===== src/kfd_pkg.sv =====
// ----------------------------------------------------------------------------
// kfd_pkg
// Shared codes and types for the KISS frame deframer.
// ----------------------------------------------------------------------------
package kfd_pkg;

  localparam logic [7:0] KISS_FEND  = 8'hC0;
  localparam logic [7:0] KISS_FESC  = 8'hDB;
  localparam logic [7:0] KISS_TFEND = 8'hDC;
  localparam logic [7:0] KISS_TFESC = 8'hDD;

  localparam logic [15:0] MAX_PAYLOAD_RST = 16'd1024;

  // configuration register indexes
  localparam logic CFG_PORT_OPEN   = 1'b0;
  localparam logic CFG_MAX_PAYLOAD = 1'b1;

  typedef enum logic [1:0] {
    EV_TYPE = 2'd0,
    EV_BYTE = 2'd1,
    EV_END  = 2'd2,
    EV_DROP = 2'd3
  } ev_kind_t;

  // one parser outcome: whether a result is produced, and its fields
  typedef struct packed {
    logic       has;
    ev_kind_t   kind;
    logic [7:0] data;
  } ev_t;

endpackage


===== src/kiss_frame_deframer.sv =====
// ----------------------------------------------------------------------------
// kiss_frame_deframer
// KISS receive deframer: one raw byte in, at most one framing event out.
// ----------------------------------------------------------------------------
// Path: input register, then result register, from input to result request.
// Throughput: one byte per cycle, set by the parser update, except while
//   an event byte waits for a full result slot to drain.
// Reset (rst_n low, synchronous): both stages empty, parser waits for an
//   opening FEND, port closed, capacity 1024.
// ----------------------------------------------------------------------------
module kiss_frame_deframer (
  input  logic        clk,
  input  logic        rst_n,
  // byte input
  input  logic        in_tvalid,
  output logic        in_tready,
  input  logic [7:0]  in_tdata,   // [7:0] rx_byte
  // event output
  output logic        out_tvalid,
  input  logic        out_tready,
  output logic [7:0]  out_tdata,  // [7:0] event_byte
  output logic [1:0]  out_tuser,  // [1:0] event_kind
  // configuration writes
  input  logic        cfg_valid,
  output logic        cfg_ready,
  input  logic        cfg_index,
  input  logic [15:0] cfg_data
);
  import kfd_pkg::*;

  // config registers
  logic        port_open_r;
  logic [15:0] max_payload_r;

  // input stage
  logic        in_vld_r;
  logic [7:0]  in_byte_r;

  // result stage
  logic        out_vld_r;
  ev_kind_t    out_kind_r;
  logic [7:0]  out_byte_r;

  ev_t  ev;
  logic out_free;
  logic step;

  // Result slot is free when empty or being drained this cycle. A byte that
  // makes no event retires regardless of the slot.
  assign out_free  = !out_vld_r || out_tready;
  assign step      = in_vld_r && (!ev.has || out_free);
  assign in_tready = !in_vld_r || step;
  assign cfg_ready = 1'b1;

  always_ff @(posedge clk) begin
    if (!rst_n) begin
      port_open_r   <= 1'b0;
      max_payload_r <= MAX_PAYLOAD_RST;
    end else if (cfg_valid) begin
      unique case (cfg_index)
        CFG_PORT_OPEN:   port_open_r   <= cfg_data[0];
        CFG_MAX_PAYLOAD: max_payload_r <= cfg_data;
        default: ;
      endcase
    end
  end

  always_ff @(posedge clk) begin
    if (!rst_n) begin
      in_vld_r <= 1'b0;
    end else if (in_tready) begin
      in_vld_r <= in_tvalid;
    end
  end

  always_ff @(posedge clk) begin
    if (in_tready && in_tvalid) in_byte_r <= in_tdata;
  end

  kfd_parser u_parser (
    .clk         (clk),
    .rst_n       (rst_n),
    .step_en     (step),
    .rx_byte     (in_byte_r),
    .port_open   (port_open_r),
    .max_payload (max_payload_r),
    .ev          (ev)
  );

  // result register: loads on an event, clears once taken
  always_ff @(posedge clk) begin
    if (!rst_n) begin
      out_vld_r <= 1'b0;
    end else if (step && ev.has) begin
      out_vld_r <= 1'b1;
    end else if (out_tready) begin
      out_vld_r <= 1'b0;
    end
  end

  always_ff @(posedge clk) begin
    if (step && ev.has) begin
      out_kind_r <= ev.kind;
      out_byte_r <= ev.data;
    end
  end

  assign out_tvalid = out_vld_r;
  assign out_tdata  = out_byte_r;
  assign out_tuser  = out_kind_r;

  // --- assertions ---

  // closed port never produces an event
  a_closed_silent: assert property (@(posedge clk) disable iff (!rst_n)
    (in_vld_r && !port_open_r) |-> !ev.has)
    else $error("event produced while port closed");

  // end and drop events carry a zero byte
  a_end_zero: assert property (@(posedge clk) disable iff (!rst_n)
    (out_vld_r && (out_kind_r == EV_END || out_kind_r == EV_DROP)) |-> out_byte_r == 8'h00)
    else $error("non-zero byte on end/drop event");

  // an event never overwrites a pending unaccepted result
  a_no_overwrite: assert property (@(posedge clk) disable iff (!rst_n)
    (out_vld_r && !out_tready) |-> !(step && ev.has))
    else $error("pending result overwritten");

  // a stalled input byte is retained until it retires
  a_in_hold: assert property (@(posedge clk) disable iff (!rst_n)
    (in_vld_r && !step) |=> (in_vld_r && $stable(in_byte_r)))
    else $error("input byte lost while stalled");

endmodule


===== src/kfd_parser.sv =====
// ----------------------------------------------------------------------------
// kfd_parser
// KISS framing state and per-byte decode; state advances on step_en.
// ----------------------------------------------------------------------------
module kfd_parser (
  input  logic           clk,
  input  logic           rst_n,
  input  logic           step_en,
  input  logic [7:0]     rx_byte,
  input  logic           port_open,
  input  logic [15:0]    max_payload,
  output kfd_pkg::ev_t   ev
);
  import kfd_pkg::*;

  typedef enum logic [1:0] {
    MODE_BEGIN   = 2'd0,
    MODE_TYPE    = 2'd1,
    MODE_PAYLOAD = 2'd2,
    MODE_ESCAPED = 2'd3
  } mode_t;

  mode_t       mode_r, mode_nxt;
  logic [15:0] count_r, count_nxt;
  logic        room;

  assign room = (count_r < max_payload);

  always_comb begin
    mode_nxt  = mode_r;
    count_nxt = count_r;
    ev        = '{has: 1'b0, kind: EV_TYPE, data: 8'h00};
    if (port_open) begin
      unique case (mode_r)
        MODE_BEGIN: begin
          if (rx_byte == KISS_FEND) mode_nxt = MODE_TYPE;
        end
        MODE_TYPE: begin
          if (rx_byte != KISS_FEND) begin
            count_nxt = '0;
            mode_nxt  = MODE_PAYLOAD;
            ev        = '{has: 1'b1, kind: EV_TYPE, data: rx_byte};
          end
        end
        MODE_PAYLOAD: begin
          if (rx_byte == KISS_FESC) begin
            mode_nxt = MODE_ESCAPED;
          end else if (rx_byte == KISS_FEND) begin
            mode_nxt = MODE_BEGIN;
            ev       = '{has: 1'b1, kind: EV_END, data: 8'h00};
          end else if (room) begin
            count_nxt = count_r + 16'd1;
            ev        = '{has: 1'b1, kind: EV_BYTE, data: rx_byte};
          end else begin
            mode_nxt = MODE_BEGIN;
            ev       = '{has: 1'b1, kind: EV_DROP, data: 8'h00};
          end
        end
        MODE_ESCAPED: begin
          if ((rx_byte == KISS_TFESC || rx_byte == KISS_TFEND) && room) begin
            count_nxt = count_r + 16'd1;
            mode_nxt  = MODE_PAYLOAD;
            ev        = '{has: 1'b1, kind: EV_BYTE,
                          data: (rx_byte == KISS_TFESC) ? KISS_FESC : KISS_FEND};
          end else begin
            // bad escape, or escaped byte past capacity
            mode_nxt = MODE_BEGIN;
            ev       = '{has: 1'b1, kind: EV_DROP, data: 8'h00};
          end
        end
        default: mode_nxt = MODE_BEGIN;
      endcase
    end
  end

  always_ff @(posedge clk) begin
    if (!rst_n) begin
      mode_r  <= MODE_BEGIN;
      count_r <= '0;
    end else if (step_en) begin
      mode_r  <= mode_nxt;
      count_r <= count_nxt;
    end
  end

endmodule


===== config.mk =====
export PLATFORM = sky130hd
export DESIGN_NAME = kiss_frame_deframer
export DESIGN_NICKNAME = d
export VERILOG_FILES = /design/src/kfd_pkg.sv /design/src/kiss_frame_deframer.sv /design/src/kfd_parser.sv
export SDC_FILE = /design/constraint.sdc
export NUM_CORES = 1
export LEC_CHECK = 0
export BUFFER_PORTS_ARGS = -buffer_cell sky130_fd_sc_hd__buf_4
export CELL_PAD_IN_SITES_DETAIL_PLACEMENT = 1
export CELL_PAD_IN_SITES_GLOBAL_PLACEMENT = 1
export CORE_MARGIN = 3
export CORE_UTILIZATION = 42
export CTS_BUF_LIST = sky130_fd_sc_hd__clkbuf_4 sky130_fd_sc_hd__clkbuf_8 sky130_fd_sc_hd__clkbuf_16
export DETAILED_ROUTE_END_ITERATION = 16
export PLACE_DENSITY = 0.84
export SYNTH_ARGS = -nofsm -noshare
export SYNTH_HDL_FRONTEND = slang
export SYNTH_SLANG_ARGS = --single-unit

===== constraint.sdc =====
create_clock -name clk -period 3.2 [get_ports clk]
set_input_delay 0.64 -clock clk [delete_from_list [all_inputs] [get_ports clk]]
set_output_delay 0.64 -clock clk [all_outputs]
set_load 0.005 [all_outputs]

==> flow_metrics.tcl, run 1 <==
set metrics [dict create \
    status "complete, no violations" \
    critPathCaptureType "flop" \
    hp-class "reg2reg" \
    drt-initial-drc-count 92 \
    grt_pass1_vias 2586 \
    cp_top_family "simple AND/OR/NAND/NOR gates" \
    synthFlopType "dfxtp_1" \
    min_to "max_payload_r[1]$_SDFFE_PN0P_" \
    holdWs_ps 469.9 \
    synth.distinct_cells 62 \
    seq_area_sq_um 1281 \
    slew_viol_final 0 \
    antenna_cells 0 \
    p_per_area_nw_per_um2 362.6 \
    routed_wl_microns 7411 \
    synth_top_area_share_pct 24.58 \
    whs_path_depth 2 \
    rows 30 \
    seq_area_frac_synth_pct 42.52 \
    ys_async_sr_fraction_pct 0 \
    drt-wirelength-per-cell_microns 16.04 \
    ios 43 \
    area_delta_synth_final_pct 14.78 \
    htree_levels 2 \
    instances_no_fill 462 \
    numPortBuffers 41 \
    dp_hpwl_microns 5696 \
    grt_max_degree 24 \
    reg2reg_from "in_byte_r[1]$_DFFE_PP_" \
    max_freq_mhz 361.6 \
    r2r_slack_ps 430 \
    post-route-drc-count 0 \
    grt_pass1_wl_microns 12670 \
    synth_edf_count 18 \
    vias 2567 \
    clock_skew_ps 10.91 \
    clockBufferDepth 2 \
    synth.area.top_cells "dfxtp_1 (25%), edfxtp_1 (18%), nand2_1 (6.9%)" \
    min-delay-start "max_payload_r[1]$_SDFFE_PN0P_" \
    via_per_inst 5.556 \
    dieArea_sq_um 8226 \
    firstDrtPassIters 4 \
    die_w_microns 90.70 \
    synth_nets 376 \
    numCtsBuffers 5 \
    nFillCells 819 \
    worst-path-buf-inv 0 \
    nNetsFinal 411 \
    multiInputGateArea_sq_um 1568 \
    max_stage_delay_ps 560 \
    drive_gt1_share_pct 17.76 \
    cts_tree "built" \
    cts.sinks 55 \
    cts_root_buf "clkbuf_8" \
    cp-start-kind "flop" \
    rr_endpoint "u_parser.count_r[2]$_SDFFE_PN0P_" \
    fin_crit_sh_pct 86.41 \
    clkLatencyLatePin_ps 310 \
    synth_cells 330 \
    synth-seq-cells 55 \
    gp_congestion 0.8588 \
    crit_type "reg2reg" \
    initial_utilization_pct 43.86 \
    cp_slowest_cell "or4_4" \
    cts_resized 0 \
    ys_warn_count 0 \
    core_area_sq_um 6869 \
    clkTransAtPathRegs_ps 100 \
    synth.most_common_cell "nand2_1" \
    finalSetupViolations 0 \
    place_inst 454 \
    cellLeakagePower_nw 1.321 \
    post_cts_buffers 0 \
    crit_required_ps 3400 \
    antenna_found_initial 0 \
    synth_area_sq_um 3013 \
    rsz0062_at_grt "false" \
    fin_setup_tns_ps 0 \
    tightest_slew_ps 695.2 \
    yosys.area.top_type "dfxtp_1" \
    grt_overflow 0 \
    ant_nets 0 \
    max_slew_margin_pct 53.55 \
    crit_fanout 18 \
    fin_crit_ps 2765 \
    rr_worst_depth 6 \
    path_cells "or4_4 > or2_0 > o221ai_4 > a211o_1 > nor2_1 > a221o_1" \
    arrival_ps 2960 \
    synth.avg_cell_area_sq_um 9.130 \
    postCtsHoldBufs 0 \
    die_height_microns 90.70 \
    hold_viol 0 \
    grtUsageTotal_pct 18.69 \
    vdd_drop_max_v 0.0001580 \
    synth_common_cells "nand2_1 (55), dfxtp_1 (37), edfxtp_1 (18), inv_1 (18)" \
    maxCapViolCount 0 \
]
state kept, by name, summed over array words and instances (netlist names):
| signal | flops |
|---|---|
| max_payload_r | 16 |
| u_parser.count_r | 16 |
| in_byte_r | 8 |
| out_tdata | 8 |
| out_tuser | 2 |
| u_parser.mode_r | 2 |
| in_vld_r | 1 |
| out_tvalid | 1 |
| port_open_r | 1 |
tightest hold or removal path, stage by stage (launching register included):
cell,delay (ps)
dfxtp_1,320
nand2_1,50
a21boi_0,60
worst max-delay path by stage:
stage                                                   to  cells after the start                        startpoint  slack [ps]
after floorplan                 out_tuser[1]$_SDFFCE_PN0P_                      9    max_payload_r[15]$_SDFFE_PN0P_         840
after global placement    u_parser.count_r[2]$_SDFFE_PN0P_                      6            in_byte_r[1]$_DFFE_PP_         560
after detailed placement  u_parser.count_r[2]$_SDFFE_PN0P_                      6            in_byte_r[1]$_DFFE_PP_         490
after CTS                 u_parser.count_r[2]$_SDFFE_PN0P_                      6            in_byte_r[1]$_DFFE_PP_         440
after global routing            out_tdata[3]$_SDFFCE_PN0P_                      6  u_parser.count_r[1]$_SDFFE_PN0P_         220
final                     u_parser.count_r[2]$_SDFFE_PN0P_                      6            in_byte_r[1]$_DFFE_PP_         430
placed cells by master, fill, tap and decap left out, types with 3 or more instances in the layout:
| master | count |
|---|---|
| nand2b_1 | 8 |
| and2_1 | 7 |
| nand2_1 | 55 |
| a21boi_0 | 16 |
| a211o_1 | 4 |
| buf_4 | 43 |
| o21a_1 | 3 |
| clkbuf_8 | 6 |
| dfxtp_1 | 37 |
| o21ai_0 | 6 |
| ha_1 | 16 |
| nand3_1 | 14 |
| inv_1 | 18 |
| nor2b_1 | 5 |
| mux2i_1 | 3 |
| a21oi_1 | 13 |
| or2_2 | 3 |
| and3_1 | 4 |
| a21o_1 | 3 |
| nor2_1 | 13 |
| edfxtp_1 | 18 |
| nor4_1 | 6 |
| nor3_1 | 3 |
| o211ai_1 | 15 |
| nand4_1 | 3 |
metal layers:
layer	track usage, %	vias to the layer above	part of all wire (%)
met2	32.18	36	49
met3	2.667	10	2.9
met4	5.485	0	1.4
li1	-	1261	-
met1	24.21	1260	46
met5	0	-	0
layout make-up:
type	count	share of cell area (%)
clock buffers	7	2.605
flip-flops and latches	55	37.05
repair buffers	43	9.334
clock inverters	1	0.1447
well taps	96	3.473
inverters	19	2.062
multi-input cells	241	45.33
report_power, final:
group	internal (mW)	switching, mW
sequential	0.737	0.0152
combinational	0.0483	0.0477
clock	0.184	0.222
total	0.970	0.284
stage by stage:
stage          setup slack [ps]  area (sq um)  total power, mW  util [%]
6_report                  434.9          3458            1.254     50.35
5_1_grt                   221.5          3458            1.308     50.35
4_1_cts                   439.3          3458            1.265     50.35
3_5_place_dp              488.4          3363           0.8651     48.96
3_3_place_gp              558.0          3363           0.8595     48.96
2_1_floorplan             844.5          3013           0.8180         -
kinds of logic (layout without fill, tap and decap cells):
family | count (synthesis) | count (layout) | share of synthesized area, %
AOI/OAI and AO/OA | 80 | 80 | 19.85
DFF | 55 | 55 | 42.52
muxes | 4 | 4 | 1.370
buffers and inverters | 34 | 70 | 5.440
adders and majority gates | 16 | 16 | 6.644
other | 1 | 1 | 0.1245
and+or+nand+nor | 140 | 140 | 24.05
Power figures use the tool's default switching activity.
==> run 2, diff against run 1 <==
Settings changed: CORE_MARGIN 3 to not set.
==> flow_metrics.tcl, run 2 (synthesized netlist as in run 1, its figures left out) <==
set metrics [dict create \
    status "complete, no violations" \
    p_per_area_nw_per_um2 363.3 \
    dieArea_sq_um 7516 \
    min-delay-start "max_payload_r[6]$_SDFFE_PN0P_" \
    routed_wl_microns 7229 \
    die_w_microns 86.70 \
    place_inst 454 \
    slew_viol_final 0 \
    wl_met2_microns 3645 \
    post_cts_buffers 0 \
    reg2reg_from "in_byte_r[1]$_DFFE_PP_" \
    clockBufferDepth 2 \
    area_delta_synth_final_pct 14.74 \
    tightest_slew_ps 690.6 \
    cp-start-kind "flop" \
    drt-wirelength-per-cell_microns 15.65 \
    crit_type "reg2reg" \
    critPathCaptureType "flop" \
    clkTransAtPathRegs_ps 100 \
    arrival_ps 3000 \
    cts_root_buf "clkbuf_8" \
    hold_viol 0 \
    rr_worst_depth 6 \
    max_freq_mhz 356.2 \
    cts_resized 0 \
    fin_setup_tns_ps 0 \
    grtUsageTotal_pct 21.11 \
    fin_crit_sh_pct 87.74 \
    grt_pass1_wl_microns 12540 \
    power_mw 1.256 \
    final_cell_area_sq_um 3457 \
    grt_overflow 0 \
    antenna_cells 0 \
    reg_top3 "max_payload_r: 16 flops, u_parser.count_r: 16 flops" \
    numPortBuffers 41 \
    antenna_found_initial 0 \
    dp_hpwl_microns 5399 \
    cp-startpoint "in_byte_r[1]$_DFFE_PP_" \
    final_cell_mix "nand2_1 (55), buf_4 (43), dfxtp_1 (37)" \
    die_height_microns 86.70 \
    ant_nets 0 \
    rsz0062_at_grt "false" \
    crit_fanout 18 \
    place_area_sq_um 3363 \
    grt_max_degree 24 \
    vias 2531 \
    cts.sinks 55 \
    finalSetupViolations 0 \
    r2r_slack_ps 390 \
    holdWs_ps 466.8 \
    highest_layer "met4" \
    rr_endpoint "u_parser.count_r[2]$_SDFFE_PN0P_" \
    gp_congestion 0.7723 \
    crit_required_ps 3400 \
    vdd_drop_max_v 0.0002163 \
    cellLeakagePower_nw 1.314 \
    cts_tree "built" \
    via_per_inst 5.478 \
    hp-class "reg2reg" \
    instances_no_fill 462 \
    nFillCells 827 \
    grt_pass1_vias 2694 \
    rows 30 \
    dr_wl_met3_microns 194 \
    numCtsBuffers 5 \
    setup.worst_path.end "u_parser.count_r[2]$_SDFFE_PN0P_" \
    path_cells "or4_4 > or2_0 > o221ai_4 > a211o_1 > nor2_1 > a221o_1" \
    post-route-drc-count 0 \
    initial_utilization_pct 43.86 \
    fin_crit_ps 2808 \
    cp_slowest_cell "or4_4" \
    nNetsFinal 411 \
    firstDrtPassIters 4 \
    ios 43 \
    core_area_sq_um 6869 \
    htree_levels 2 \
    drt-initial-drc-count 140 \
    max_stage_delay_ps 570 \
    clkLatencyLatePin_ps 310 \
    routedLengthMet1_microns 3330 \
    clock_skew_ps 12.60 \
    maxCapViolCount 0 \
    drive_gt1_share_pct 17.49 \
    final_common_cell "nand2_1" \
    max_slew_margin_pct 53.87 \
    postCtsHoldBufs 0 \
]
==> run 2: cell count changes in the layout (fill, tap and decap cells not counted), sizes merged <==
cell      delta
clkbuf       -1
clkinvlp     +1
==> run 2: worst min-delay path by stage <==
stage | end | slack [ps] | cells past startpoint
after floorplan | max_payload_r[15]$_SDFFE_PN0P_ | 440 | 2
after global placement | max_payload_r[11]$_SDFFE_PN0P_ | 450 | 2
after detailed placement | max_payload_r[6]$_SDFFE_PN0P_ | 460 | 2
after CTS | max_payload_r[6]$_SDFFE_PN0P_ | 470 | 2
after global routing | in_byte_r[2]$_DFFE_PP_ | 490 | 1
final | max_payload_r[6]$_SDFFE_PN0P_ | 470 | 2
==> run 2: routing by layer <==
layer	vias to the layer above	track usage (%)
met5	-	0
met4	0	4.545
met3	7	3.429
met2	46	37.95
met1	1215	26.58
li1	1263	-
==> run 2: area by class of cell <==
| type | count | area, sq um | share of cell area, % |
|---|---|---|---|
| clock buffer | 6 | 82.58 | 2.389 |
| timing repair buffer | 43 | 322.8 | 9.338 |
| multi-input combinational | 241 | 1568 | 45.35 |
| clock inverter | 2 | 11.26 | 0.3257 |
| tap | 96 | 120.1 | 3.474 |
| sequential | 55 | 1281 | 37.06 |
| inverter | 19 | 71.32 | 2.063 |
==> run 2: report_power, final <==
group / leakage (nW) / total, mW / switching (mW) / internal, mW
Combinational: 0.779 / 0.0952 / 0.0469 / 0.0482
Clock: 0.0449 / 0.408 / 0.234 / 0.174
Sequential: 0.490 / 0.753 / 0.0155 / 0.738
==> run 2: worst max-delay path: cells and delay by family (launching register included) <==
kind	cells	cell delay [ps]
AOI/OAI and AO/OA	3	1100
DFF	1	480
and+or+nand+nor	3	1110
==> run 2: metrics by stage <==
step	utilization, %	worst slack, ps
after floorplan	-	844.5
after global placement	48.96	554.8
after detailed placement	48.96	426.4
after CTS	50.33	406.4
after global routing	50.33	282.7
final	50.33	392.4
==> run 3, diff against run 2 <==
Settings changed: REMOVE_ABC_BUFFERS set to 1.
==> flow_metrics.tcl, run 3 (synthesized netlist as in run 1, its figures left out) <==
set metrics [dict create \
    status "complete, no violations" \
    crit_required_ps 2560 \
    max_freq_mhz 358.9 \
    grt_overflow 0 \
    cts_root_buf "clkbuf_8" \
    crit_fanout 12 \
    final_cell_mix "nand2_1 (55), buf_4 (42), dfxtp_1 (37)" \
    grt_pass1_vias 2555 \
    reg2reg_from "in_byte_r[1]$_DFFE_PP_" \
    tightest_slew_ps 720.5 \
    area_delta_synth_final_pct 15.16 \
    rr_endpoint "u_parser.count_r[2]$_SDFFE_PN0P_" \
    cellLeakagePower_nw 1.324 \
    postCtsHoldBufs 0 \
    vdd_drop_max_v 0.0002465 \
    final_common_cell "nand2_1" \
    post_cts_buffers 0 \
    arrival_ps 2150 \
    fin_setup_tns_ps 0 \
    drt-wirelength-per-cell_microns 15.41 \
    die_height_microns 86.70 \
    grtUsageTotal_pct 20.40 \
    cp-start-kind "flop" \
    antenna_found_initial 0 \
    nNetsFinal 410 \
    clock_skew_ps 15.65 \
    ios 43 \
    p_per_area_nw_per_um2 383.9 \
    clkLatencyLatePin_ps 320 \
    clockBufferDepth 2 \
    rsz0062_at_grt "false" \
    critPathCaptureType "output port" \
    routed_wl_microns 7105 \
    numCtsBuffers 5 \
    htree_levels 2 \
    hold_viol 0 \
    post-place-ws_ps 460.1 \
    via_per_inst 5.497 \
    timing.final.ws_setup_ps 413.4 \
    slew_viol_final 0 \
    dp_hpwl_microns 5303 \
    max_slew_margin_pct 51.87 \
    rows 30 \
    gp_congestion 0.8401 \
    grt_max_degree 24 \
    grt_pass1_wl_microns 12040 \
    antenna_cells 0 \
    min-delay-start "max_payload_r[7]$_SDFFE_PN0P_" \
    r2r_slack_ps 440 \
    numPortBuffers 41 \
    die_w_microns 86.70 \
    drt-initial-drc-count 117 \
    drive_gt1_share_pct 17.53 \
    cts_resized 0 \
    crit_type "reg2out" \
    fin_crit_sh_pct 87.08 \
    core_area_sq_um 6869 \
    cts.sinks 55 \
    min_to "max_payload_r[7]$_SDFFE_PN0P_" \
    initial_utilization_pct 43.86 \
    rr_worst_depth 6 \
    ant_nets 0 \
    cts_tree "built" \
    hp-class "reg2reg" \
    reg_top3 "max_payload_r: 16 flops, u_parser.count_r: 16 flops" \
    fin_crit_ps 2787 \
    whs_path_depth 2 \
    post-route-drc-count 0 \
    finalSetupViolations 0 \
    dieArea_sq_um 7516 \
    vias 2534 \
    firstDrtPassIters 4 \
    clkTransAtPathRegs_ps 100 \
    maxCapViolCount 0 \
]
-- run 3: metal layers --
layer | GRT usage, % | wire, microns | vias to the layer above
met5 | 0 | 0 | -
met4 | 5.758 | 97 | 0
met3 | 3.429 | 214 | 10
met2 | 32.61 | 3232 | 49
met1 | 28.44 | 3561 | 1218
li1 | - | - | 1257
-- run 3: worst max-delay path: stages (launching register included) --
cell and delay, ps:
dfxtp_1 630, inv_1 220, a21oi_1 360, a21oi_1 70, nor3_1 340, inv_1 80, buf_4 140
-- run 3: layout make-up --
class	instances	area, sq um
Fill cell	814	3400
Sequential cell	55	1281
Tap cell	96	120.1
Multi-Input combinational cell	241	1568
Clock buffer	7	83.83
Clock inverter	1	30.03
Timing Repair Buffer	42	315.3
Inverter	19	71.32
-- run 3: where the power goes --
| group | switching (mW) | internal (mW) |
|---|---|---|
| Sequential | 0.0155 | 0.738 |
| Combinational | 0.0472 | 0.0475 |
| Clock | 0.232 | 0.252 |
-- run 3: worst max path at each step --
| stage | slack (ps) | cells past startpoint | from | endpoint |
|---|---|---|---|---|
| finish | 410 | 6 | u_parser.mode_r[1]$_SDFFE_PN0P_ | in_tready |
| global route | 260 | 6 | u_parser.mode_r[1]$_SDFFE_PN0P_ | in_tready |
| floorplan | 630 | 7 | in_byte_r[1]$_DFFE_PP_ | u_parser.count_r[0]$_SDFFE_PN0P_ |
| CTS | 450 | 6 | u_parser.mode_r[1]$_SDFFE_PN0P_ | in_tready |
| detailed placement | 460 | 6 | in_byte_r[1]$_DFFE_PP_ | u_parser.count_r[2]$_SDFFE_PN0P_ |
| global placement | 550 | 6 | in_byte_r[1]$_DFFE_PP_ | u_parser.count_r[2]$_SDFFE_PN0P_ |
-- run 3: through the flow --
step                      area (sq um)  total power [mW]  hold slack, ps  util, %  cells
after floorplan                   2920            0.8124           443.4        -    315
after global placement            3356            0.8589           452.4    48.85    453
after detailed placement          3356            0.8640           455.9    48.85    453
after CTS                         3470             1.341           468.4    50.51    461
after global routing              3470             1.376           489.3    50.51    461
final                             3470             1.332           465.7    50.51    461
